<file path="src/rtl/core/tfr_pkg.sv">
// Shared types, constants and helpers for the Threefry-4x32 random unit.
// No dependencies; used by every module under rtl/core.
`timescale 1ns / 1ps

package tfr_pkg;

    localparam int WORD_W     = 32;
    localparam int FRAC_W     = 24;
    localparam int NUM_WORDS  = 4;
    localparam int NUM_SCHED  = 5;
    localparam int NUM_ROUNDS = 20;
    // one key injection stage followed by one stage per round
    localparam int NUM_STAGES = NUM_ROUNDS + 1;

    localparam logic [WORD_W-1:0] KEY_PARITY = 32'h1BD1_1BDA;

    typedef logic [WORD_W-1:0]      word_t;
    typedef word_t [NUM_WORDS-1:0]  block_t;
    typedef word_t [NUM_SCHED-1:0]  sched_t;

    typedef enum logic [1:0] {
        REG_KEY_WORD_0 = 2'd0,
        REG_KEY_WORD_1 = 2'd1,
        REG_KEY_WORD_2 = 2'd2,
        REG_KEY_WORD_3 = 2'd3
    } cfg_reg_t;

    // rotation for the first pair of a round
    function automatic int unsigned rot_first(int unsigned idx);
        int unsigned r;
        case (idx)
            0:       r = 10;
            1:       r = 11;
            2:       r = 13;
            3:       r = 23;
            4:       r = 6;
            5:       r = 17;
            6:       r = 25;
            7:       r = 18;
            default: r = 1;
        endcase
        return r;
    endfunction

    // rotation for the second pair of a round
    function automatic int unsigned rot_second(int unsigned idx);
        int unsigned r;
        case (idx)
            0:       r = 26;
            1:       r = 21;
            2:       r = 27;
            3:       r = 5;
            4:       r = 20;
            5:       r = 11;
            6:       r = 10;
            7:       r = 20;
            default: r = 1;
        endcase
        return r;
    endfunction

    // rotate left by a constant amount in 1..WORD_W-1
    function automatic word_t rotl(word_t v, int unsigned n);
        return (v << n) | (v >> (WORD_W - n));
    endfunction

endpackage

</file>
<file path="src/rtl/core/tfr_key.sv">
// Key registers and the five-word key schedule (four keys plus parity).
// Depends on tfr_pkg.
`timescale 1ns / 1ps

module tfr_key (
    input  logic                 aclk,
    input  logic                 aresetn,
    input  logic                 cfg_we,
    input  logic [1:0]           cfg_addr,
    input  logic [31:0]          cfg_wdata,
    output tfr_pkg::sched_t      ks
);
    import tfr_pkg::*;

    block_t key_reg;
    block_t key_next;

    always_comb begin
        key_next = key_reg;
        if (cfg_we) begin
            unique case (cfg_reg_t'(cfg_addr))
                REG_KEY_WORD_0: key_next[0] = cfg_wdata;
                REG_KEY_WORD_1: key_next[1] = cfg_wdata;
                REG_KEY_WORD_2: key_next[2] = cfg_wdata;
                REG_KEY_WORD_3: key_next[3] = cfg_wdata;
                default:        key_next    = key_reg;
            endcase
        end
    end

    always_ff @(posedge aclk) begin
        if (!aresetn) begin
            key_reg <= '0;
        end else begin
            key_reg <= key_next;
        end
    end

    assign ks[0] = key_reg[0];
    assign ks[1] = key_reg[1];
    assign ks[2] = key_reg[2];
    assign ks[3] = key_reg[3];
    assign ks[4] = KEY_PARITY ^ key_reg[0] ^ key_reg[1] ^ key_reg[2] ^ key_reg[3];

endmodule

</file>
<file path="config.mk">
export PLATFORM = sky130hd
export DESIGN_NAME = tfr_key
export DESIGN_NICKNAME = d
export VERILOG_FILES = /design/src/rtl/core/tfr_pkg.sv /design/src/rtl/core/tfr_key.sv
export SDC_FILE = /design/constraint.sdc
export NUM_CORES = 1
export LEC_CHECK = 0
export BUFFER_PORTS_ARGS = -buffer_cell sky130_fd_sc_hd__buf_2
export CORE_MARGIN = 2
export CORE_UTILIZATION = 35
export DETAILED_ROUTE_END_ITERATION = 7
export PLACE_DENSITY = 0.69
export SLEW_MARGIN = 0
export SYNTH_ARGS = -nofsm -noshare
export SYNTH_HDL_FRONTEND = slang
export SYNTH_SLANG_ARGS = --single-unit
</file>
<file path="constraint.sdc">
create_clock -name aclk -period 2.15 [get_ports aclk]
set_input_delay 0.1075 -clock aclk [delete_from_list [all_inputs] [get_ports aclk]]
set_output_delay 0.1075 -clock aclk [all_outputs]
set_load 0.1 [all_outputs]
</file>
# ---- Word level (Yosys, flattened, before mapping)
# Cells that the tools add are included.
dict set report word_totals {
  wordCells 16
  regBits 128
  out_inout_bits 160
  latchBits 0
  romBits 0
  n_memories 0
  in_bits 37
  ramBits 0
}
dict set report op_classes {
  n_addsub 0
  div_mod_pow 0
  bitwise_logic 4
  eq_ne 3
  n_reduce_logical 5
  n_lt_le_gt_ge 0
  n_shift 0
  mul 0
  n_mux 0
}
# operator count
set op_table {}
lappend op_table {{$xor 32x32->32} 3}
lappend op_table {{$not 17->17} 1}
lappend op_table {{$reduce_and 2->1} 4}
lappend op_table {{$eq 2x2->1 const B} 2}
lappend op_table {{$eq 2x1->1 const B} 1}
lappend op_table {{$logic_not 2->1} 1}

# ---- Depth between registers and ports, before layout
# Gate-level depths: netlist of run 1.
dict set report logic_depth {
  ltp_word 4
  depth_mapped 5
  depth_no_buf 2
}

# ---- Worst setup path after synthesis of run 1
# Ideal clock, no wire load.
dict set report synth_path {
  kind {reg-to-output}
  startpoint {register key_reg, in the netlist ks[33]}
  endpoint {output port ks[129] (netlist name)}
  required_ps 2043
  path_stages_with_launch 3
  slack_ps -724
  arrival_time_ps 2767
  path_buffers 0
  path_cell_list {dfxtp_1 xnor2_1 xnor2_1}
}
# element line
set synth_lines {}
lappend synth_lines {{from (decl)} tfr_key.sv:15} ;# block_t key_reg;
lappend synth_lines {{from (signal assigned)} tfr_key.sv:35} ;# key_reg <= key_next;
lappend synth_lines {{to (decl)} tfr_key.sv:11} ;# output tfr_pkg::sched_t ks

==> results of run 1 <==
[logic make-up (layout without fill, tap and decap cells)]
logic type | count (synthesis) | count (layout) | share of synthesized area, %
xor+xnor | 96 | 96 | 14.9
simple gates | 164 | 164 | 11.3
flops | 128 | 128 | 45.5
buf+inv | 33 | 242 | 5.55
mux | 128 | 128 | 22.7
[cells in the mapped netlist]
library cell / count
nand2_1: 160
dfxtp_1: 128
mux2i_1: 128
xnor2_1: 81
xor2_1: 15
buf_2: 13
buf_6: 6
buf_8: 6
buf_12: 3
buf_4: 3
clkbuf_1: 2
nand3b_1: 2
nand3_2: 1
nor3b_2: 1
[placed cells by master, fill, tap and decap left out, types with 4 or more instances in the layout]
master / n
xnor2_1: 49
dlygate4sd3_1: 4
clkbuf_16: 17
xnor2_4: 32
buf_2: 195
xor2_1: 15
nand2_1: 160
bufinv_16: 5
dfxtp_1: 128
mux2i_1: 128
buf_4: 9
[area by class of cell]
| cell class | instances | area, um2 | share of cell area, % |
|---|---|---|---|
| repair buffers | 210 | 1120 | 14.1 |
| well taps | 216 | 270 | 3.38 |
| flip-flops and latches | 128 | 2560 | 32.1 |
| clock buffers | 20 | 457 | 5.72 |
| multi-input cells | 388 | 3370 | 42.2 |
| clock inverters | 12 | 205 | 2.57 |
[power groups by stage]
stage | logic (mW) | registers (mW) | clock network [mW]
2_1_floorplan | 1.20 | 3.18 | 0
3_3_place_gp | 2.03 | 2.59 | 0
3_5_place_dp | 2.03 | 2.59 | 0
4_1_cts | 2.04 | 2.54 | 3.26
5_1_grt | 2.10 | 2.55 | 3.38
6_report | 2.03 | 2.54 | 3.20
[per-stage QoR]
stage,hold WS [ns],utilization (%),cells,setup slack (ns)
after floorplan,0.311,-,549,0.0908
after global placement,0.436,46.0,938,0.720
after detailed placement,0.438,46.0,938,0.712
after CTS,0.00137,50.5,974,0.247
after global routing,0.0264,50.5,974,0.199
final,0.0205,50.5,974,0.292
[worst register-to-register path: cells and delay by family (launching register included)]
kind	cells	cell delay, ns
simple gates	1	0.07
mux	1	0.15
flops	1	0.39
[layer usage]
layer / part of all wire (%) / GRT usage (%) / vias up / wire length (um)
met5: 0 / 0 / - / 0
met1: 46 / 19.7 / 1975 / 5970
met2: 44 / 22.2 / 145 / 5750
li1: - / - / 2171 / -
met3: 8.6 / 6.72 / 17 / 1120
met4: 1.7 / 6.13 / 0 / 226
[worst max path at each step]
stage / from / endpoint / slack (ns) / cells past startpoint
2_1_floorplan: ks[33] / ks[129] / 0.09 / 2
6_report: ks[96] / ks[128] / 0.29 / 3
5_1_grt: ks[14] / ks[142] / 0.20 / 3
4_1_cts: ks[25] / ks[153] / 0.25 / 3
3_5_place_dp: ks[96] / ks[128] / 0.71 / 3
3_3_place_gp: ks[37] / ks[133] / 0.72 / 3
[repair_timing]
| item | CTS | global route |
|---|---|---|
| hold buffers | 4 | 0 |
| resized for setup | 0 | 0 |
| endpoints found under the hold margin | 7 | 0 |
==> run_results.csv, run 1 <==
group,metric,value,unit
run_status,status,"complete, no violations",
clock_network,clk_pin_slew,0.05,ns
setup_path,r2r_start,"ks[59]",
synth,syn-cell-area,0.00564,mm2
setup_path,path_class,"register to output pin",
floorplanning,rows,46,
clock_network,htreeDepth,4,
detailed_routing,drc,0,
clock_network,root_buffer,"clkbuf_16",
detailed_routing,drt_iter0_markers,184,
detailed_routing,via_per_inst,4.42,
floorplanning,die-width,131,um
sta,fin_crit,1.86,ns
synth,netlist_instances,549,
power,sequentialPowerShare,32.7,%
floorplanning,die_h,131,um
grt,grt_pass1_wl,20300,um
setup_path,critPathRequiredTime,2.04,ns
detailed_routing,wl_per_cell,13.4,um
power,power.density,972,mW/mm2
synth,ys.warnings.count,0,
power,irDropWorstVdd,0.496,mV
floorplanning,dieArea,0.0171,mm2
synth,ys_types,14,
grt,grt_pass1_vias,3984,
detailed_routing,vias,4308,
finish,design_area,0.00799,mm2
power,leakage,4.03,nW
job,cap_violations,0,
setup_path,cp_slowest_stage_delay,0.45,ns
setup_path,path_cells,"xnor2_1, xnor2_4, buf_2",
setup_path,worstPathArrival,1.75,ns
clock_network,numCtsBuffers,17,
sta,slew_headroom,66.1,%
finish,diodes,0,
synth,yosysTopAreaCell,"dfxtp_1",
finish,syn_to_final_growth,41.7,%
sta,fmax,538,MHz
sta,hold_violations,0,
sta,max_slew.worst_pin.slew,0.512,ns
power,finalPower,7.76,mW
synth,ys_ff_latch,128,
min_path,hold_path.class,"primary input to register",
grt,grt_max_degree,81,
sta,slew_violations,0,
floorplanning,core,0.0158,mm2
setup_path,critPathBufInv,1,
synth,synth_nets,586,
detailed_routing,ant_nets,0,
clock_network,cts.sinks,128,
setup_path,r2r_end,"ks[59]",
synth,synth_area_per_cell,10.3,um2
clock_network,clk_latency,0.41,ns
setup_path,worstPathMaxFanout,3,
clock_network,clockBufferDepth,2,
grt,grtUsageTotal,15.2,%
finish,nets,782,
setup_path,reg2reg_slack,1.46,ns
placed_design,dpl_cell_area,0.00728,mm2
sta,rsz0062_at_grt,"false",
finish,drive_gt1_share,35.8,%
sta,fin_tns_setup,0,ns
clock_network,cts_tree,"done",
synth,synth_sequential_area_ratio,45.5,%
power,p_int,5.04,mW
floorplanning,io_pins,197,
setup_path,cpMaxStageDelayCell,"buf_2",
sta,fin_crit_sh,86.4,%
placed_design,port_buffers,196,
finish,fillers,1398,
detailed_routing,drt_pass1_iterations,4,
grt,grt_overflow,0,
grt,antenna_found_initial,0,
sta,finalSetupViolCount,0,
setup_path,cp-start-kind,"register",
power,power_switching,2.72,mW
synth,synth_top_area_share,45.5,%
placed_design,gp_congestion,0.720,
setup_path,endpoint_kind,"output pin",
setup_path,r2r_cells,2,
setup_path,path_delay_family,"XOR/XNOR gates",
synth,synth_area_leaders,"dfxtp_1 45%, mux2i_1 23%, xnor2_1 13%",
min_path,hold_path_end,"ks[83]",
min_path,hp-start,"cfg_wdata[19]",
floorplanning,start_util,35.6,%
power,switching_share,35.1,%
finish,largest_reg_flops,128,
min_path,hold_depth,3,
power,power.clock.fraction,41.2,%
power,pwr-share-comb,26.1,%
placed_design,place_hpwl,9350,um
clock_network,cts_setup_buffers,0,
sta,skew,0,ns
detailed_routing,wl,13100,um
Note: power is estimated with default switching activity, not from simulation.
==> inputs of run 2 (changes only) <==
==> constraint.sdc (replaced) <==
create_clock -name aclk -period 2.1 [get_ports aclk]
set_input_delay 0.105 -clock aclk [delete_from_list [all_inputs] [get_ports aclk]]
set_output_delay 0.105 -clock aclk [all_outputs]
set_load 0.1 [all_outputs]
==> run_results.csv, run 2 (synthesized netlist as in run 1, its figures left out) <==
group,metric,value,unit
sta,fin_crit_sh,88.4,%
floorplanning,start_util,35.6,%
setup_path,path_class,"register to output pin",
setup_path,cp-start-kind,"register",
sta,fin_hold_ws,0.0177,ns
detailed_routing,via_per_inst,4.45,
min_path,hold_depth,3,
clock_network,root_buffer,"clkbuf_16",
sta,rsz0062_at_grt,"false",
setup_path,worstPathMaxFanout,3,
detailed_routing,wl,13000,um
detailed_routing,drc,0,
floorplanning,die-width,131,um
floorplanning,dieArea,0.0171,mm2
floorplanning,io_pins,197,
setup_path,cpMaxStageDelayCell,"buf_2",
setup_path,path_delay_family,"XOR/XNOR gates",
setup_path,r2r_cells,2,
floorplanning,core,0.0158,mm2
setup_path,reg2reg_slack,1.43,ns
finish,diodes,0,
job,cap_violations,0,
sta,skew,0,ns
finish,drive_gt1_share,36.0,%
sta,hold_violations,0,
floorplanning,die_h,131,um
grt,grt_pass1_vias,4062,
grt,grt_pass1_wl,20600,um
finish,nets,779,
grt,grt_overflow,0,
clock_network,htreeDepth,4,
sta,fin_crit,1.86,ns
power,irDropWorstVdd,0.535,mV
sta,slew_violations,0,
detailed_routing,drt_iter0_markers,165,
clock_network,cts.repair.resized,0,
clock_network,cts_tree,"done",
setup_path,worstPathArrival,1.75,ns
setup_path,endpoint_kind,"output pin",
min_path,hold_path_end,"ks[35]",
power,leakage,4.00,nW
grt,antenna_found_initial,0,
clock_network,cts.sinks,128,
detailed_routing,drt_pass1_iterations,5,
setup_path,critPathRequiredTime,2.00,ns
sta,finalSetupViolCount,0,
clock_network,numCtsBuffers,17,
clock_network,cts_setup_buffers,0,
placed_design,gp_congestion,0.728,
sta,fmax,539,MHz
setup_path,path_cells,"xnor2_1, xnor2_4, buf_2",
finish,final_cell_mix,"195 x buf_2, 160 x nand2_1, 128 x mux2i_1, 128 x dfxtp_1, 49 x xnor2_1",
power,power.density,975,mW/mm2
detailed_routing,vias,4325,
min_path,hp-start,"cfg_wdata[3]",
detailed_routing,wl_per_cell,13.3,um
sta,fin_tns_setup,0,ns
clock_network,clk_latency,0.41,ns
sta,max_slew.worst_pin.slew,0.516,ns
run_status,status,"complete, no violations",
finish,largest_reg_flops,128,
grt,grt_max_degree,81,
finish,final_common_cell,"buf_2",
placed_design,place_hpwl,9360,um
finish,syn_to_final_growth,40.5,%
clock_network,clockBufferDepth,2,
setup_path,r2r_end,"ks[119]",
sta,slew_headroom,65.8,%
placed_design,port_buffers,196,
setup_path,r2r_start,"ks[119]",
clock_network,clk_pin_slew,0.06,ns
floorplanning,rows,46,
setup_path,critPathBufInv,1,
detailed_routing,ant_nets,0,
grt,grtUsageTotal,15.4,%
setup_path,cp_slowest_stage_delay,0.44,ns
min_path,hold_path.class,"primary input to register",
[run 2: changes by cell type in the layout (fill, tap and decap cells not counted), sizes merged]
cell         change
bufinv           -2
clkinvlp         +1
clkinv           +2
dlygate4sd3      -3
inv              -1
[run 2: final cells by class]
type	count	area, um2
Sequential cell	128	2560
Multi-Input combinational cell	388	3370
Fill cell	1448	7910
Tap cell	216	270
Clock buffer	20	467
Clock inverter	12	158
Timing Repair Buffer	207	1090
[run 2: how the worst max path moves through the flow]
stage | from | to | slack (ns) | cells past startpoint
final | ks[99] | ks[131] | 0.24 | 3
after global routing | ks[18] | ks[146] | 0.13 | 3
after CTS | ks[99] | ks[131] | 0.20 | 3
after detailed placement | ks[99] | ks[131] | 0.65 | 3
after global placement | ks[49] | ks[145] | 0.67 | 3
after floorplan | ks[33] | ks[129] | 0.04 | 2
[run 2: through the flow]
step | util (%) | power, mW | cells | cell area (um2) | worst slack [ns]
global route | 50.0 | 8.00 | 971 | 7920 | 0.129
detailed placement | 46.0 | 4.73 | 938 | 7280 | 0.653
CTS | 50.0 | 7.82 | 971 | 7920 | 0.198
floorplan | - | 4.48 | 549 | 6240 | 0.0433
global placement | 46.0 | 4.72 | 938 | 7280 | 0.672
finish | 50.0 | 7.72 | 971 | 7920 | 0.244
[run 2: tightest hold or removal path: stages]
cell and delay, ns:
buf_2 0.07, nand2_1 0.09, mux2i_1 0.12
[run 2: what timing repair did]
action                     in CTS  in global routing
hold endpoints to repair        1                  0
hold buffers                    1                  0
setup endpoints to repair       0                  0
[run 2: per-layer routing]
| metal | wire length [um] | global-route usage, % | part of all wire [%] | vias up |
|---|---|---|---|---|
| met1 | 6050 | 20.1 | 47 | 2009 |
| met2 | 5700 | 22.9 | 44 | 134 |
| met5 | 0 | 0 | 0 | - |
| met3 | 1020 | 5.94 | 7.9 | 15 |
| li1 | - | - | - | 2167 |
| met4 | 181 | 6.20 | 1.4 | 0 |
[run 2: power by group]
group / switching, mW / internal [mW] / leakage (nW) / total [mW]
combinational: 1.61 / 0.460 / 2.66 / 2.07
sequential: 0.0798 / 2.52 / 1.04 / 2.60
clock: 1.09 / 1.97 / 0.299 / 3.06
total: 2.78 / 4.94 / 4.00 / 7.72
==> inputs of run 3 (changes only) <==
--- a/config.mk
+++ b/config.mk
@@ -5,11 +5,12 @@
 export SDC_FILE = /design/constraint.sdc
 export NUM_CORES = 1
 export LEC_CHECK = 0
+export ABC_AREA = 1
 export BUFFER_PORTS_ARGS = -buffer_cell sky130_fd_sc_hd__buf_2
 export CORE_MARGIN = 2
 export CORE_UTILIZATION = 35
 export DETAILED_ROUTE_END_ITERATION = 7
-export PLACE_DENSITY = 0.69
+export PLACE_DENSITY = 0.68
 export SLEW_MARGIN = 0
 export SYNTH_ARGS = -nofsm -noshare
 export SYNTH_HDL_FRONTEND = slang
==> run_results.csv, run 3 <==
group,metric,value,unit
sta,max_slew.worst_pin.slew,0.613,ns
sta,skew,0,ns
power,irDropWorstVdd,0.544,mV
detailed_routing,drc,0,
detailed_routing,drt_iter0_markers,244,
sta,fmax,585,MHz
setup_path,r2r_end,"ks[114]",
detailed_routing,wl_per_cell,11.8,um
setup_path,worstPathArrival,1.60,ns
synth,ys.warnings.count,0,
grt,grtUsageTotal,17.6,%
synth,synth_nets,1091,
synth,synth_sequential_area_ratio,37.8,%
setup_path,worstPathMaxFanout,3,
clock_network,clk_latency,0.40,ns
sta,fin_crit,1.71,ns
grt,grt_pass1_vias,5860,
finish,nets,1296,
clock_network,cts_tree,"done",
synth,yosysTopAreaCell,"dfxtp_1",
clock_network,numCtsBuffers,17,
setup_path,critPathRequiredTime,2.00,ns
clock_network,clockBufferDepth,2,
finish,final_common_cell,"nand2_1",
floorplanning,dieArea,0.0205,mm2
sta,finalSetupViolCount,0,
grt,antenna_found_initial,0,
synth,synth_top_area_share,37.8,%
sta,fin_crit_sh,81.4,%
sta,slew_headroom,59.1,%
sta,fin_hold_ws,0.0316,ns
synth,syn-cell-area,0.00679,mm2
synth,netlist_instances,1054,
detailed_routing,wl,18000,um
floorplanning,die-width,143,um
placed_design,gp_congestion,0.769,
power,leakage,4.96,nW
synth,synth_area_per_cell,6.44,um2
detailed_routing,drt_pass1_iterations,4,
finish,multi_input_area,0.00358,mm2
floorplanning,die_h,143,um
sta,slew_violations,0,
floorplanning,core,0.0189,mm2
finish,drive_gt1_share,20.5,%
sta,hold_violations,0,
finish,final_cell_mix,"373 x nand2_1, 211 x nor2_1, 194 x buf_2",
finish,regArea,0.00256,mm2
synth,synth_edf_count,0,
finish,fin_cells,1532,
floorplanning,io_pins,197,
floorplanning,rows,50,
detailed_routing,vias,6682,
clock_network,root_buffer,"clkbuf_16",
run_status,status,"complete, no violations",
setup_path,reg2reg_slack,1.28,ns
setup_path,r2r_start,"ks[114]",
synth,synth-async-reset-ratio,0,%
placed_design,port_buffers,196,
placed_design,place_hpwl,12200,um
synth,ys_types,19,
clock_network,htreeDepth,4,
clock_network,clk_pin_slew,0.06,ns
setup_path,startpoint,"ks[72]",
setup_path,endpoint_kind,"output pin",
finish,largest_reg_flops,128,
sta,fin_tns_setup,0,ns
synth,synth-main-ff-cell,"dfxtp_1",
power,power.density,947,mW/mm2
grt,grt_overflow,0,
floorplanning,start_util,35.9,%
finish,syn_to_final_growth,31.8,%
setup_path,critical_path.endpoint,"ks[136]",
synth,synth_commonest_cells,"373 x nand2_1, 228 x nor2_1, 128 x dfxtp_1",
synth,synth_most_common_cell,"nand2_1",
synth,synth_area_leaders,"dfxtp_1 38%, nand2_1 21%, nor2_1 13%",
clock_network,cts.repair.resized,0,
detailed_routing,ant_nets,0,
clock_network,cts.sinks,128,
grt,grt_pass1_wl,29100,um
grt,grt_max_degree,85,
setup_path,r2r_cells,2,
finish,diodes,0,
power,finalPower,8.48,mW
sta,rsz0062_at_grt,"false",
setup_path,cp-start-kind,"register",
min_path,hold_path.class,"primary input to register",
placed_design,dp.cells,1470,
detailed_routing,via_per_inst,4.36,
setup_path,path_class,"register to output pin",
finish,fillers,1908,
synth,ys_ff_latch,128,
job,cap_violations,0,
## run 3: metrics by stage
stage | util, % | setup slack, ns | area (um2)
after floorplan | - | 0.0922 | 6910
after global placement | 42.4 | 0.595 | 8020
after detailed placement | 42.4 | 0.574 | 8020
after CTS | 47.4 | 0.365 | 8950
after global routing | 47.4 | 0.265 | 8950
final | 47.4 | 0.391 | 8950
## run 3: worst min-delay path by stage
stage,startpoint,to,slack [ns],depth (start not counted)
after floorplan,cfg_wdata[0],ks[32],0.24,2
after global placement,cfg_wdata[10],ks[74],0.38,3
after detailed placement,cfg_wdata[15],ks[47],0.39,3
after CTS,cfg_wdata[29],ks[61],0.006,3
after global routing,cfg_wdata[30],ks[126],0.01,3
final,cfg_wdata[30],ks[62],0.03,3
## run 3: area by class of cell
class / instances / area share, %
clock buffers: 18 / 4.91
inverters: 117 / 4.91
flip-flops and latches: 128 / 28.6
clock inverters: 14 / 2.10
repair buffers: 236 / 15.8
multi-input cells: 759 / 40.0
well taps: 260 / 3.64
## run 3: critical path: stages, from the launching register on
cell     delay (ns)
dfxtp_1        0.38
inv_1          0.09
nand2_1        0.07
nand2_1        0.06
nand2_1        0.06
inv_1          0.05
nor2_4         0.06
buf_2          0.42
## run 3: cells by family (layout without fill, tap and decap cells)
logic type / after synthesis / in the layout / synth area share (%)
compound gates: 47 / 47 / 4.02
xor+xnor: 60 / 60 / 7.74
buf+inv: 167 / 385 / 11.4
flops: 128 / 128 / 37.8
simple gates: 652 / 652 / 39.1
## run 3: power by group
part	internal, mW	switching [mW]	leakage [nW]
combinational	0.495	2.18	3.62
clock	2.02	1.10	0.299
sequential	2.55	0.136	1.05
## run 3: per-layer routing
layer  up-vias  track usage, %  wire [um]
met4         0            4.39         74
li1       3549               -          -
met2       145            29.8       8590
met5         -               0          0
met3         6            3.82        742
met1      2982            22.9       8600
## run 3: timing repair
action / CTS / global route
setup buffers: 0 / 0
endpoints found under the hold margin: 79 / 0
hold buffers: 30 / 0
