`config.mk`:
```
export PLATFORM = sky130hd
export DESIGN_NAME = tfr_stage
export DESIGN_NICKNAME = d
export VERILOG_FILES = /design/src/rtl/core/tfr_pkg.sv /design/src/rtl/core/tfr_stage.sv
export SDC_FILE = /design/constraint.sdc
export NUM_CORES = 1
export LEC_CHECK = 0
export BUFFER_PORTS_ARGS = -buffer_cell sky130_fd_sc_hd__buf_2
export CORE_AREA = 2 2 165 167
export DETAILED_ROUTE_END_ITERATION = 8
export DIE_AREA = 0 0 167 169
export GPL_ROUTABILITY_DRIVEN = 0
export PLACE_DENSITY = 0.64
export SETUP_SLACK_MARGIN = 0.4
export SYNTH_ARGS = -nofsm -noshare
export SYNTH_HDL_FRONTEND = slang
export SYNTH_SLANG_ARGS = --single-unit
```
`constraint.sdc`:
```
create_clock -name aclk -period 4.5 [get_ports aclk]
set_input_delay 0.45 -clock aclk [delete_from_list [all_inputs] [get_ports aclk]]
set_output_delay 0.45 -clock aclk [all_outputs]
set_load 0.1 [all_outputs]
```
`src/rtl/core/tfr_pkg.sv`:
```
// Shared types, constants and helpers for the Threefry-4x32 random unit.
// No dependencies; used by every module under rtl/core.
`timescale 1ns / 1ps

package tfr_pkg;

    localparam int WORD_W     = 32;
    localparam int FRAC_W     = 24;
    localparam int NUM_WORDS  = 4;
    localparam int NUM_SCHED  = 5;
    localparam int NUM_ROUNDS = 20;
    // one key injection stage followed by one stage per round
    localparam int NUM_STAGES = NUM_ROUNDS + 1;

    localparam logic [WORD_W-1:0] KEY_PARITY = 32'h1BD1_1BDA;

    typedef logic [WORD_W-1:0]      word_t;
    typedef word_t [NUM_WORDS-1:0]  block_t;
    typedef word_t [NUM_SCHED-1:0]  sched_t;

    typedef enum logic [1:0] {
        REG_KEY_WORD_0 = 2'd0,
        REG_KEY_WORD_1 = 2'd1,
        REG_KEY_WORD_2 = 2'd2,
        REG_KEY_WORD_3 = 2'd3
    } cfg_reg_t;

    // rotation for the first pair of a round
    function automatic int unsigned rot_first(int unsigned idx);
        int unsigned r;
        case (idx)
            0:       r = 10;
            1:       r = 11;
            2:       r = 13;
            3:       r = 23;
            4:       r = 6;
            5:       r = 17;
            6:       r = 25;
            7:       r = 18;
            default: r = 1;
        endcase
        return r;
    endfunction

    // rotation for the second pair of a round
    function automatic int unsigned rot_second(int unsigned idx);
        int unsigned r;
        case (idx)
            0:       r = 26;
            1:       r = 21;
            2:       r = 27;
            3:       r = 5;
            4:       r = 20;
            5:       r = 11;
            6:       r = 10;
            7:       r = 20;
            default: r = 1;
        endcase
        return r;
    endfunction

    // rotate left by a constant amount in 1..WORD_W-1
    function automatic word_t rotl(word_t v, int unsigned n);
        return (v << n) | (v >> (WORD_W - n));
    endfunction

endpackage

```
`src/rtl/core/tfr_stage.sv`:
```
// One pipeline stage: stage 0 injects the key, stage n runs round n-1
// and, after every fourth round, the next key injection. Depends on tfr_pkg.
`timescale 1ns / 1ps

module tfr_stage #(
    parameter int STAGE = 0
) (
    input  logic             aclk,
    input  logic             aresetn,
    input  logic             advance,
    input  logic             in_valid,
    input  tfr_pkg::block_t  in_block,
    input  tfr_pkg::sched_t  ks,
    output logic             out_valid,
    output tfr_pkg::block_t  out_block
);
    import tfr_pkg::*;

    localparam bit          DO_MIX = (STAGE > 0);
    localparam int unsigned RIDX   = DO_MIX ? (STAGE - 1) % 8 : 0;
    localparam bit          ODD_R  = DO_MIX ? (((STAGE - 1) % 2) == 1) : 1'b0;
    localparam int unsigned ROT_A  = rot_first(RIDX);
    localparam int unsigned ROT_B  = rot_second(RIDX);
    localparam bit          DO_INJ = ((STAGE % 4) == 0);
    localparam int          INJ_S  = STAGE / 4;
    localparam int          KI0    = (INJ_S + 0) % NUM_SCHED;
    localparam int          KI1    = (INJ_S + 1) % NUM_SCHED;
    localparam int          KI2    = (INJ_S + 2) % NUM_SCHED;
    localparam int          KI3    = (INJ_S + 3) % NUM_SCHED;

    logic   valid_reg;
    block_t block_reg;
    block_t mixed;
    block_t block_next;

    always_comb begin
        mixed = in_block;
        if (DO_MIX) begin
            if (!ODD_R) begin
                mixed[0] = in_block[0] + in_block[1];
                mixed[1] = rotl(in_block[1], ROT_A) ^ mixed[0];
                mixed[2] = in_block[2] + in_block[3];
                mixed[3] = rotl(in_block[3], ROT_B) ^ mixed[2];
            end else begin
                mixed[0] = in_block[0] + in_block[3];
                mixed[3] = rotl(in_block[3], ROT_A) ^ mixed[0];
                mixed[2] = in_block[2] + in_block[1];
                mixed[1] = rotl(in_block[1], ROT_B) ^ mixed[2];
            end
        end
    end

    always_comb begin
        block_next = mixed;
        if (DO_INJ) begin
            block_next[0] = mixed[0] + ks[KI0];
            block_next[1] = mixed[1] + ks[KI1];
            block_next[2] = mixed[2] + ks[KI2];
            // word 3 also takes the injection number
            block_next[3] = mixed[3] + ks[KI3] + WORD_W'(INJ_S);
        end
    end

    always_ff @(posedge aclk) begin
        if (!aresetn) begin
            valid_reg <= 1'b0;
        end else if (advance) begin
            valid_reg <= in_valid;
        end
    end

    always_ff @(posedge aclk) begin
        if (advance) begin
            block_reg <= block_next;
        end
    end

    assign out_valid = valid_reg;
    assign out_block = block_reg;

endmodule

```
== Word level (Yosys, flattened, before mapping) ==
Cells that the tools add are included.
Operators by class
  add/sub/neg operators: 4
Operators by type and width (number)
  $add A32 B32 Y32: 4
Word-level totals
  bits in registers: 129
  logic and storage cells: 9
  bits of input ports: 292
  output and inout port bits: 129

== Longest topological paths before layout ==
Gate-level depths: netlist of the first run.
  depth in word-level cells: 1
  depth in mapped cells: 10
  depth with buffers taken out: 10

== Least setup slack after synthesis of the first run ==
Ideal clock, no wire load.
  path type: input-to-reg
  from: input port in_block[32] (netlist bit)
  to: register block_reg, in the netlist out_block[60], data pin
  arrival time: 2.702 ns
  setup time: 0.180 ns
  data required time: 4.320 ns
  stages on the path: 10
  buffers on the path: 0
  setup slack: 1.618 ns
  cell sequence: ha_1 > fa_1 > a21o_1 > a221oi_2 > a211o_1 > o22ai_4 > a2111oi_4 > or3_1 > nand2_1 > o311ai_1
RTL lines
  start, declared: RTL line tfr_stage.sv:12  | input tfr_pkg::block_t in_block,
  end signal, assigned: RTL line tfr_stage.sv:74  | block_reg <= block_next;
  end, declared: RTL line tfr_stage.sv:32  | block_t block_reg;

==> impl.org, run 1 <==
** STA
- Of the available clock period, the critical path in the final layout requires 63.9%.
- The max-slew violation count came to 0.
- Setup Total Neg Slack :: 0 ns
- Setup repair after global routing missed its margin :: false
- Slew at the pin with the worst max-slew slack :: 0.731 ns
- Largest clock skew in the final design :: 0 ns
- Count of endpoints failing hold in the final timing report :: 0
- Clock period minus final worst setup slack :: 2.87 ns
- Max Fclk :: 0.348 GHz
- Final setup violation count :: 0
- Slew headroom :: 50.6%

** Synth
- Average footprint of a synthesized cell :: 10.0 um^2
- Register area share after synthesis :: 37.4%
- Post-Synthesis Cells :: 1029
- Synthesis produced a netlist with a net count of 1449.
- Number of enable-type register cells in the synthesized netlist :: 128
- Synthesis warning total :: 0
- Synthesis instantiated 75 different standard cells from the library.
- Post-synth ARST share :: 0%
- Cell area after synthesis :: 10300 um^2
- Most used DFF post-synth :: sky130_fd_sc_hd__edfxtp_1
- Number of register bits inferred by synthesis :: 129

** Floorplan
- For this configuration, the core starts out at a cell density of 39.0%.
- I/O pin total :: 421
- Horizontal die dimension :: 167 um
- Total Die Area :: 28200 um^2
- The core region is 26500 um^2.
- The die is 169 um tall.
- Row generation in the floorplan step produced 60 rows.

** Final layout
- Growth of design area from synthesis to finish :: 28.3%
- Fraction of layout instances using a drive strength above 1 :: 30.3%
- Area of all sequential standard cells :: 3860 um^2
- The finished cells cover 13300 um^2.
- Multi-input gate area :: 6290 um^2
- Number of filler cells placed in the layout :: 2487
- Nets :: 1840

** Route
- Dividing the detail-routed via count by the number of cells gives 5.35.
- Wire length after detailed routing :: 29500 um
- In the final routed layout, each cell accounts on average for 16.6 um.
- In this run the remaining antenna-violating nets after routing total 0.
- Pre-Repair DR Iteration Count :: 5
- For this block, the via count after detailed routing is 9504.
- The detailed router finished its first iteration with 585 violations.
- DRC Markers :: 0

** Hold path
- The worst hold path belongs to the class primary input to register.

** Clock network
- Once the clock tree was built, the setup fixing pass inserted 0 buffers.
- Count of H-tree levels built during CTS :: 4
- For this design, the CTS-stage hold fixing added 0 buffers.
- CTS root buffer :: sky130_fd_sc_hd__clkbuf_16
- After clock tree synthesis, the clock-pin slew on the worst setup and hold paths is 0.06 ns.
- TritonCTS built the clock tree.
- Clock tree synthesis inserted a total of 17 buffers.
- For this design, the sink count on the clock tree is 129.
- Total of cells resized after clock tree synthesis :: 0
- Maximum root-to-sink buffer count :: 2
- Clock Latency Late Sink :: 0.41 ns

** Global routing
- Gr ovfl total :: 0
- Vias in the first global route :: 9141
- Global routing used 20.4% of the available tracks.
- Number of antenna violations at the first check in global routing :: 4
- The first global-routing pass estimated 46500 um of wire.
- Maximum number of pins on one net before global-route repair :: 63

** Power
- Power density over the cells :: 438 nW/um^2
- Internal Pwr Total :: 3.10 mW
- The analysis attributes to net switching a power of 2.72 mW.
- Sequential power share :: 28.1%
- Per report_power, the combinational group accounts for 47.2% of the total.
- Peak supply drop :: 0.000251 V
- In this run the static leakage power is 6.10 nW.
- Switching share of power :: 46.7%
- The clock network accounts for 24.8% of the total power.
- Overall power consumption after layout is estimated at 5.81 mW.

** Setup path
- Required time at the endpoint of the critical path :: 4.72 ns
- The critical path is of the primary input to register type.
- STA classifies the critical path endpoint as a register.
- Data arrival time of the critical path :: 3.10 ns
- Of all nets on the critical path, the largest fanout is 5.
- Sort of element at the start of the critical path :: primary input

** Job
- Maxcap violations :: 0

** Placement
- Buffers placed on the I/O ports in this run total 388.
- Post-DP Area :: 12700 um^2
- Sum of net half-perimeters after detailed placement :: 24000 um

** Outcome
- The run finished with clean final reports.
## cells in the mapped netlist (5+ instances only)
cell	number	share of area [%]
sky130_fd_sc_hd__ha_1	124	15
sky130_fd_sc_hd__xnor2_1	74	6.3
sky130_fd_sc_hd__o21bai_1	18	1.3
sky130_fd_sc_hd__nor2b_1	10	0.61
sky130_fd_sc_hd__o21ai_1	22	1.1
sky130_fd_sc_hd__or3_1	8	0.48
sky130_fd_sc_hd__edfxtp_1	128	37
sky130_fd_sc_hd__nand3_1	25	1.2
sky130_fd_sc_hd__nand2b_1	10	0.61
sky130_fd_sc_hd__and3_1	12	0.73
sky130_fd_sc_hd__o211ai_1	10	0.73
sky130_fd_sc_hd__or4_1	5	0.36
sky130_fd_sc_hd__a211o_1	7	0.59
sky130_fd_sc_hd__nand2_1	66	2.4
sky130_fd_sc_hd__nor2_1	61	2.2
sky130_fd_sc_hd__nand4_1	15	0.91
sky130_fd_sc_hd__nor3_1	17	0.82
sky130_fd_sc_hd__a211oi_1	12	0.87
sky130_fd_sc_hd__xor2_1	35	3.0
sky130_fd_sc_hd__clkbuf_1	17	0.62
sky130_fd_sc_hd__and2_1	8	0.48
sky130_fd_sc_hd__a21o_1	65	4.7
sky130_fd_sc_hd__o21a_1	17	1.2
sky130_fd_sc_hd__inv_1	29	1.1
sky130_fd_sc_hd__a31oi_1	13	0.79
sky130_fd_sc_hd__a21oi_1	105	5.1
sky130_fd_sc_hd__o21ai_0	32	1.5
sky130_fd_sc_hd__o31ai_1	5	0.36
## worst paths after layout
| kind | endpoint | from | slack [ns] | depth (start not counted) |
|---|---|---|---|---|
| worst min register to register | out_valid | out_valid | 0.53 | 2 |
| worst max-delay path | out_block[60] | in_block[32] | 1.63 | 11 |
| worst max register to register | out_valid | out_valid | 3.91 | 2 |
| worst min-delay path | out_valid | aresetn | 0.30 | 2 |
## logic make-up after synthesis
kind of cell | after synthesis | share of synthesized area [%]
adders and majority gates | 128 | 15.8
DFF | 129 | 37.4
buffers and inverters | 47 | 1.72
xor gates and xnor gates | 109 | 9.24
muxes | 4 | 0.388
AOI/OAI and AO/OA | 361 | 23.7
and+or+nand+nor | 251 | 11.8
## critical path, cell delays in order
cell	delay (ns)
sky130_fd_sc_hd__buf_2	0.10
sky130_fd_sc_hd__ha_1	0.21
sky130_fd_sc_hd__fa_1	0.40
sky130_fd_sc_hd__a21o_1	0.22
sky130_fd_sc_hd__a221oi_2	0.40
sky130_fd_sc_hd__a211o_1	0.25
sky130_fd_sc_hd__o22ai_4	0.11
sky130_fd_sc_hd__a2111oi_4	0.41
sky130_fd_sc_hd__or3_1	0.19
sky130_fd_sc_hd__nand2_1	0.07
sky130_fd_sc_hd__o311ai_1	0.28
## stage by stage
| stage | utilization (%) | cells | hold WS [ns] | setup WS, ns |
|---|---|---|---|---|
| after floorplan | - | 1029 | 0.562 | 1.62 |
| after global placement | 47.7 | 1742 | 0.500 | 1.24 |
| after detailed placement | 47.7 | 1742 | 0.509 | 1.21 |
| after CTS | 50.0 | 1774 | 0.269 | 1.67 |
| after global routing | 50.0 | 1777 | 0.260 | 1.44 |
| final | 50.0 | 1778 | 0.297 | 1.63 |
## layout make-up
| cell class | count | area share, % |
|---|---|---|
| sequential | 129 | 29.1 |
| inverter | 29 | 0.821 |
| clock buffer | 18 | 3.24 |
| multi-input combinational | 853 | 47.5 |
| clock inverter | 14 | 1.24 |
| antenna | 4 | 0.0755 |
| timing repair buffer | 390 | 14.8 |
| tap | 341 | 3.22 |
## registers in the layout, indices dropped and copies added, names as in the netlist
signal	count
out_valid	1
out_block	128
## power by group through the flow
stage	logic [mW]	registers, mW	clock network [mW]
after floorplan	0.811	3.05	0
after global placement	2.73	1.65	0
after detailed placement	2.74	1.66	0
after CTS	2.75	1.63	1.47
after global routing	2.90	1.65	1.53
final	2.74	1.63	1.44
## layer usage
layer,share of wire [%],global-route usage (%),up-vias
met5,0.044,0,-
li1,-,-,4749
met1,44,26.5,4385
met2,48,34.0,326
met4,2.2,6.37,2
met3,6.1,4.49,42
## placed cells by master (no fill, tap or decap), drive strengths merged, types with 15 or more instances in the layout
| cell | n |
|---|---|
| nor3 | 17 |
| edfxtp | 128 |
| nand4 | 15 |
| buf | 390 |
| xnor2 | 74 |
| xor2 | 35 |
| o21bai | 18 |
| clkbuf | 18 |
| inv | 31 |
| nand2 | 66 |
| a21o | 65 |
| o21a | 17 |
| a21oi | 107 |
| nor2 | 61 |
| ha | 124 |
| nand3 | 25 |
| o21ai | 56 |
Power figures use the tool's default switching activity.
==> run 2: changes to the inputs <==
--- a/config.mk
+++ b/config.mk
@@ -5,12 +5,12 @@
 export SDC_FILE = /design/constraint.sdc
 export NUM_CORES = 1
 export LEC_CHECK = 0
+export ABC_AREA = 1
 export BUFFER_PORTS_ARGS = -buffer_cell sky130_fd_sc_hd__buf_2
-export CORE_AREA = 2 2 165 167
+export CORE_UTILIZATION = 50
 export DETAILED_ROUTE_END_ITERATION = 8
-export DIE_AREA = 0 0 167 169
 export GPL_ROUTABILITY_DRIVEN = 0
-export PLACE_DENSITY = 0.64
+export PLACE_DENSITY = 0.76
 export SETUP_SLACK_MARGIN = 0.4
 export SYNTH_ARGS = -nofsm -noshare
 export SYNTH_HDL_FRONTEND = slang
==> constraint.sdc (replaced) <==
create_clock -name aclk -period 2.9 [get_ports aclk]
set_input_delay 0.29 -clock aclk [delete_from_list [all_inputs] [get_ports aclk]]
set_output_delay 0.29 -clock aclk [all_outputs]
set_load 0.1 [all_outputs]
==> impl.org, run 2 <==
** Power
- Power density over the cells :: 566 nW/um^2
- Clock Power Share :: 24.2%
- Internal Pwr Total :: 4.72 mW
- Peak supply drop :: 0.000483 V
- Summed over all nets, the switching power comes to 4.43 mW.
- Leak pwr :: 9.94 nW
- Total power consumption of the routed design :: 9.15 mW
- Switching share of power :: 48.5%
- Sequential power share :: 27.4%
- Of the total power, combinational logic draws 48.5%.

** Synth
- After synthesis, the netlist uses 20 different library cells.
- Most used DFF post-synth :: sky130_fd_sc_hd__edfxtp_1
- Cell area after synthesis :: 13200 um^2
- Post-synth ARST share :: 0%
- Number of register bits inferred by synthesis :: 129
- Ranked by total cell area, the synthesized netlist is headed by sky130_fd_sc_hd__edfxtp_1 (29%), sky130_fd_sc_hd__nand2_1 (26%), sky130_fd_sc_hd__inv_1 (13%).
- Post-synthesis net count :: 2516
- Cell type with the highest aggregate area in the netlist :: sky130_fd_sc_hd__edfxtp_1
- Yosys top cell area share :: 29.2%
- Average footprint of a synthesized cell :: 6.29 um^2
- Yosys printed 0 warnings.
- Number of enable-type register cells in the synthesized netlist :: 128
- sky130_fd_sc_hd__nand2_1 is the most common cell in the netlist.
- Of the synthesized area, sequential elements account for 29.3%.
- Post-Synthesis Cells :: 2096
- Top post-synthesis cells by count :: sky130_fd_sc_hd__nand2_1 (904), sky130_fd_sc_hd__inv_1 (448), sky130_fd_sc_hd__nor2_1 (152), sky130_fd_sc_hd__edfxtp_1 (128), sky130_fd_sc_hd__ha_1 (124)

** Floorplan
- 421 I/O pins were placed.
- Measured along the y axis, the die boundary spans 164 um.
- The floorplan step defined a die boundary enclosing 27000 um^2.
- Measured along the x axis, the die boundary spans 164 um.
- Cell row count :: 59
- Once the floorplan was initialized, standard cells occupied 50.7% of the core.
- Area of the core region :: 26000 um^2

** Route
- Pre-Repair DR Iteration Count :: 5
- Routed via count :: 13900
- Vias per std cell :: 4.89
- The count of nets left with antenna violations once routing finished came out at 0.
- DRT iter0 DRCs :: 814
- After detailed routing, the average wire length per cell comes to 12.9 um.
- DRC Markers :: 0
- Wire length after detailed routing :: 36900 um

** Setup path
- Origin of the critical flop-to-flop path :: out_valid
- Sort of element at the start of the critical path :: primary input
- Among all stages on the critical path, the largest delay is contributed by sky130_fd_sc_hd__fa_1.
- By instance count, the cell type seen most on the critical path is sky130_fd_sc_hd__nand2_1.
- STA classifies the critical path endpoint as a register.
- On the worst path, the slowest cell contributes a delay of 0.49 ns.
- For flop-to-flop paths, the worst setup slack is 2.25 ns.
- Required time at the endpoint of the critical path :: 3.09 ns
- In this run the critical register-to-register path is captured at out_valid.
- STA puts the critical path data arrival time at 1.97 ns.
- Maximum fanout count along the critical path :: 4
- Depth of the most critical reg-to-reg path :: 2
- Together, buffers and inverters on the worst path number 1.
- Crit Path Category :: primary input to register
- The critical path crosses 13 cells after its start point.
- Walking the worst path, the cells encountered are buf_2, ha_1, fa_1, nand3_1, nand3_1, nand2_1, nand2_2, nand2_1, nand2_2, nand2_1, nand2_1, nand2_1, nand2_1.
- In this design, the largest share of critical-path delay is due to simple AND/OR/NAND/NOR gates.

** Final layout
- Nets :: 2925
- Area of all sequential standard cells :: 3860 um^2
- Number of flip-flops in the largest register :: 128
- Fraction of layout instances using a drive strength above 1 :: 18.3%
- Final cell utilization of the core :: 62.2%
- In the final layout, the multi-input gates occupy 7630 um^2.
- The layout has 2488 filler cells.
- The library cells used most frequently in the layout, excluding fill and tap cells, are sky130_fd_sc_hd__nand2_1 (904), sky130_fd_sc_hd__inv_1 (448), sky130_fd_sc_hd__buf_2 (387).
- From synthesis to final layout, the design area changed by 22.6%.
- Leaving out fill and tap cells, the most frequent cell in the layout is sky130_fd_sc_hd__nand2_1.

** Global routing
- The via count of the first global-routing pass was 12900.
- The first global-routing pass estimated 57700 um of wire.
- Number of antenna violations at the first check in global routing :: 4
- Global routing consumed, over all layers together, 27.0% of the routing resources.
- Maximum number of pins on one net before global-route repair :: 55
- Gr ovfl total :: 0

** STA
- Summed over all failing endpoints, the final setup total negative slack is 0 ns.
- The max-slew violation count came to 0.
- Slew at the pin with the worst max-slew slack :: 0.577 ns
- Setup violations remaining at the end of the flow were counted as 0.
- Count of endpoints failing hold in the final timing report :: 0
- Share of the clock period used by the worst path :: 61.4%
- Setup repair after global routing missed its margin :: false
- Measured against its own limit, the worst slew margin works out to 61.8%.
- Max Fclk :: 0.561 GHz
- Between clock sinks in the finished design, the worst skew comes to 0 ns.
- Final worst hold slack :: 0.113 ns
- Clock period minus final worst setup slack :: 1.78 ns

** Clock network
- Sinks on Clock Net :: 129
- CTS tree :: yes
- Count of H-tree levels built during CTS :: 4
- Maximum root-to-sink buffer count :: 2
- Clock buffers created by TritonCTS :: 17
- Post-CTS repair changed the size of 0 cells.
- The number of hold buffers added after CTS was 0.
- Clock slew seen by the registers of the worst setup and hold paths :: 0.07 ns
- Clock Latency Late Sink :: 0.42 ns
- CTS root buffer :: sky130_fd_sc_hd__clkbuf_16
- After clock tree synthesis, the setup repair step added 0 buffers.

** Hold path
- Startpoint of the worst hold path :: in_valid
- The worst hold path was traced through 3 stages.
- Min-Delay Path Class :: primary input to register
- For hold timing, the worst endpoint is out_valid.

** Placement
- During placement, the flow inserted port buffers numbering 388.
- The HPWL after detailed placement is 31200 um.

** Job
- Across the run, the number of max-cap violations was 0.

** Outcome
- Run status :: finished, final reports clean
-- run 2: changes by cell type after synthesis, sizes merged, moves of 13 or more --
cell and change:
nor2 +95, a211oi -13, nand3 +79, a31oi -13, a21o -61, a21oi -26, xor2 +25, inv +420
o21ai -55, xnor2 -70, o21a -17, clkbuf -17, nand2 +870
-- run 2: worst max-delay path by stage --
| stage | endpoint | start |
|---|---|---|
| floorplan | out_block[92] | in_block[64] |
| global placement | out_block[28] | in_block[0] |
| detailed placement | out_block[20] | in_block[0] |
| CTS | out_block[20] | in_block[0] |
| global route | out_block[84] | in_block[64] |
| finish | out_block[28] | in_block[0] |
-- run 2: logic make-up (layout without fill, tap and decap cells) --
kind of cell    Yosys count  in the layout  share of synthesized area [%]
other cells               0              3                              0
compound gates           94             94                           3.80
flops                   129            129                           29.3
fa+ha+maj               128            128                           12.4
simple gates           1232           1232                           37.5
xor+xnor                 64             64                           4.25
buf+inv                 449            869                           12.8
-- run 2: power groups by stage --
stage / clock, mW / sequential, mW / combinational (mW)
after global routing: 2.30 / 2.53 / 4.75
after floorplan: 0 / 4.57 / 1.45
after global placement: 0 / 2.54 / 4.37
after detailed placement: 0 / 2.54 / 4.42
final: 2.21 / 2.50 / 4.44
after CTS: 2.23 / 2.51 / 4.43
-- run 2: cell type report --
cell class	instances	share of cell area, %
Clock inverter	12	0.891
Multi-Input combinational cell	1518	47.2
Tap cell	335	2.59
Sequential cell	129	23.9
Antenna cell	3	0.0465
Inverter	449	10.4
Timing Repair Buffer	390	12.2
Clock buffer	18	2.66
-- run 2: worst register-to-register path, stage by stage (launching register included) --
cell                      delay, ns
sky130_fd_sc_hd__dfxtp_1       0.31
sky130_fd_sc_hd__o21ai_0       0.15
sky130_fd_sc_hd__a21oi_1       0.06
-- run 2: through the flow --
step,cells,setup slack (ns),instance area (um^2)
3_5_place_dp,2821,0.698,15600
3_3_place_gp,2821,0.737,15600
5_1_grt,2852,1.03,16200
4_1_cts,2851,1.14,16100
2_1_floorplan,2096,1.05,13200
6_report,2854,1.12,16200
-- run 2: routing by layer --
| metal | share of wire [%] | vias up | track usage (%) |
|---|---|---|---|
| li1 | - | 7237 | - |
| met1 | 41 | 6151 | 31.7 |
| met2 | 48 | 468 | 47.3 |
| met3 | 6.6 | 86 | 4.67 |
| met4 | 3.8 | 2 | 12.9 |
| met5 | 0.027 | - | 0 |
==> run 3: changes to the inputs <==
--- a/config.mk
+++ b/config.mk
@@ -7,7 +7,7 @@
 export LEC_CHECK = 0
 export ABC_AREA = 1
 export BUFFER_PORTS_ARGS = -buffer_cell sky130_fd_sc_hd__buf_2
-export CORE_UTILIZATION = 50
+export CORE_UTILIZATION = 48
 export DETAILED_ROUTE_END_ITERATION = 8
 export GPL_ROUTABILITY_DRIVEN = 0
 export PLACE_DENSITY = 0.76
==> constraint.sdc (replaced) <==
create_clock -name aclk -period 1.5 [get_ports aclk]
set_input_delay 0.15 -clock aclk [delete_from_list [all_inputs] [get_ports aclk]]
set_output_delay 0.15 -clock aclk [all_outputs]
set_load 0.1 [all_outputs]
==> impl.org, run 3 (synthesis gave the netlist of run 2 again) <==
** Outcome
- Run status :: finished, final reports clean

** Clock network
- Buffers inserted during clock tree synthesis total 17.
- In this run the number of H-tree levels came out at 4.
- Maximum root-to-sink buffer count :: 2
- After clock tree synthesis, the clock-pin slew on the worst setup and hold paths is 0.07 ns.
- At the later pin of the worst-skew pair, clock insertion delay measures 0.43 ns.
- Sinks on Clock Net :: 129
- CTS root buffer :: sky130_fd_sc_hd__clkbuf_16
- CTS tree :: yes

** Floorplan
- Initial Util :: 48.9%
- Die Ht :: 168 um
- 421 I/O pins were placed.
- The floorplan has 60 rows.
- Total Die Area :: 28100 um^2
- Area of the core region :: 27000 um^2
- In this run the horizontal extent of the chip is 168 um.

** Global routing
- Maximum number of pins on one net before global-route repair :: 48
- Gr ovfl total :: 0
- Number of antenna violations at the first check in global routing :: 1
- First-pass GRT wire length :: 74200 um
- Global routing consumed, over all layers together, 33.0% of the routing resources.
- The via count of the first global-routing pass is 15600.

** Power
- For this design the ratio of total power to cell area is 958 nW/um^2.
- Peak supply drop :: 0.000802 V
- Leak pwr :: 12.3 nW

** Setup path
- Of all nets on the critical path, the largest fanout is 5.
- The worst register-to-register path has a depth of 2.
- The worst setup path is launched from a primary input.
- The worst setup path is captured at a register.
- Data arrival time of the critical path :: 1.60 ns
- Crit Path Category :: primary input to register
- The endpoint identified for the worst register-to-register timing path is out_valid.
- STA puts the critical path data required time at 1.66 ns.
- The setup check on the worst reg-to-reg path leaves a slack of 0.79 ns.
- Origin of the critical flop-to-flop path :: out_valid

** Hold path
- The tightest min-delay check is of the primary input to register type.
- Startpoint of the worst hold path :: in_block[0]
- Cell depth of the worst hold path :: 2
- The path with the worst hold slack has its endpoint at out_block[0].

** Final layout
- Final cell utilization of the core :: 85.3%
- The filler cells instantiated in the layout total 1373.
- Fraction of layout instances using a drive strength above 1 :: 47.8%
- From synthesis to final layout, the design area changed by 74.4%.
- After routing the design area is 23000 um^2.
- Commonest non-fill, non-tap cell in the layout :: sky130_fd_sc_hd__nand2_1
- At the end of the flow, the number of nets in the layout was 3152.
- Number of flip-flops in the largest register :: 128
- Most frequent cells in the layout :: sky130_fd_sc_hd__nand2_1 (642), sky130_fd_sc_hd__inv_1 (403), sky130_fd_sc_hd__buf_2 (228)

** Route
- Number of nets still failing antenna checks after routing :: 0
- The first detailed-routing pass took 7 iterations.
- Vias per std cell :: 5.38
- For this block, the via count after detailed routing is 16600.
- DRC Markers :: 0
- WL per Instance :: 17.7 um
- The detailed router finished its first iteration with 1555 violations.
- Wire length after detailed routing :: 54700 um

** STA
- Largest clock skew in the final design :: 0 ns
- Share of the clock period used by the worst path :: 95.7%
- For the pin with the worst max-slew slack, the measured transition is 0.377 ns.
- The smallest clock period supported by the final layout is computed as 1.44 ns.
- Max Fclk :: 0.697 GHz
- Final setup violation count :: 0
- Count of endpoints failing hold in the final timing report :: 0
- Setup repair after global routing could not meet its margin everywhere.
- Max-slew violations :: 0
- Slew headroom :: 74.7%

** Placement
- After legalization and detailed placement, the total HPWL measured 35100 um.
- # port buffers :: 388
- Once placement finished, the instance area stood at 18500 um^2.

** Job
- Maxcap violations :: 0
## run 3: changes by cell type in the layout (fill, tap and decap cells not counted), sizes merged
cell,delta
buf,+223
dlygate4sd3,+4
diode,-2
inv,+2
clkbuf,-1
clkinv,-1
clkinvlp,+1
## run 3: what timing repair did
| action | CTS | global route |
|---|---|---|
| gates resized for setup | 506 | 385 |
| hold buffers | 4 | 0 |
| endpoints found under the setup margin | 209 | 230 |
| setup buffers | 26 | 48 |
| pin swaps | 138 | 183 |
| hold endpoints to repair | 3 | 0 |
## run 3: worst max path at each step
stage | from | to | slack [ns] | cells after the start
finish | in_block[104] | out_block[114] | 0.06 | 11
global route | in_block[104] | out_block[114] | 0.03 | 11
CTS | ks[0] | out_block[28] | 0.22 | 13
detailed placement | ks[64] | out_block[92] | -0.36 | 13
global placement | in_block[0] | out_block[28] | -0.30 | 13
floorplan | in_block[0] | out_block[28] | -0.07 | 12
## run 3: cell type report
cell class	instances	area (um^2)	share of cell area, %
Inverter	449	1700	7.40
Timing Repair Buffer	617	4940	21.5
Multi-Input combinational cell	1518	11500	49.9
Clock inverter	14	165	0.718
Tap cell	341	427	1.86
Clock buffer	17	425	1.85
Sequential cell	129	3860	16.8
Antenna cell	1	2.50	0.0109
## run 3: worst max-delay path, stage by stage
cell and delay [ns]:
sky130_fd_sc_hd__buf_2 0.12, sky130_fd_sc_hd__ha_4 0.35, sky130_fd_sc_hd__nand2_8 0.09, sky130_fd_sc_hd__inv_1 0.13, sky130_fd_sc_hd__nand2_1 0.09, sky130_fd_sc_hd__nand2_1 0.13, sky130_fd_sc_hd__inv_1 0.10, sky130_fd_sc_hd__nand3_4 0.11
sky130_fd_sc_hd__nand3_2 0.09, sky130_fd_sc_hd__nand3_1 0.13, sky130_fd_sc_hd__nand2_1 0.10
## run 3: metal layers
metal	vias to the layer above	wire (um)	track usage, %
li1	7675	-	-
met1	7579	19900	39.0
met2	1095	27000	59.0
met3	265	4470	4.77
met4	0	3360	15.2
met5	-	0	0
## run 3: power by group
group          total, mW  internal (mW)  switching, mW
clock               4.48           2.61           1.87
sequential          5.06           4.72          0.337
combinational       12.5           4.24           8.25
## run 3: per-stage QoR
step	hold slack [ns]	worst slack (ns)	total power [mW]	setup TNS [ns]	cells
after floorplan	0.236	-0.0711	12.2	-0.520	2096
after global placement	0.375	-0.297	14.8	-9.92	2976
after detailed placement	0.384	-0.363	14.9	-12.78	2976
after CTS	0.00129	0.221	20.5	0	3037
after global routing	-0.000558	0.0350	22.7	0	3086
final	0.00833	0.0649	22.0	0	3086
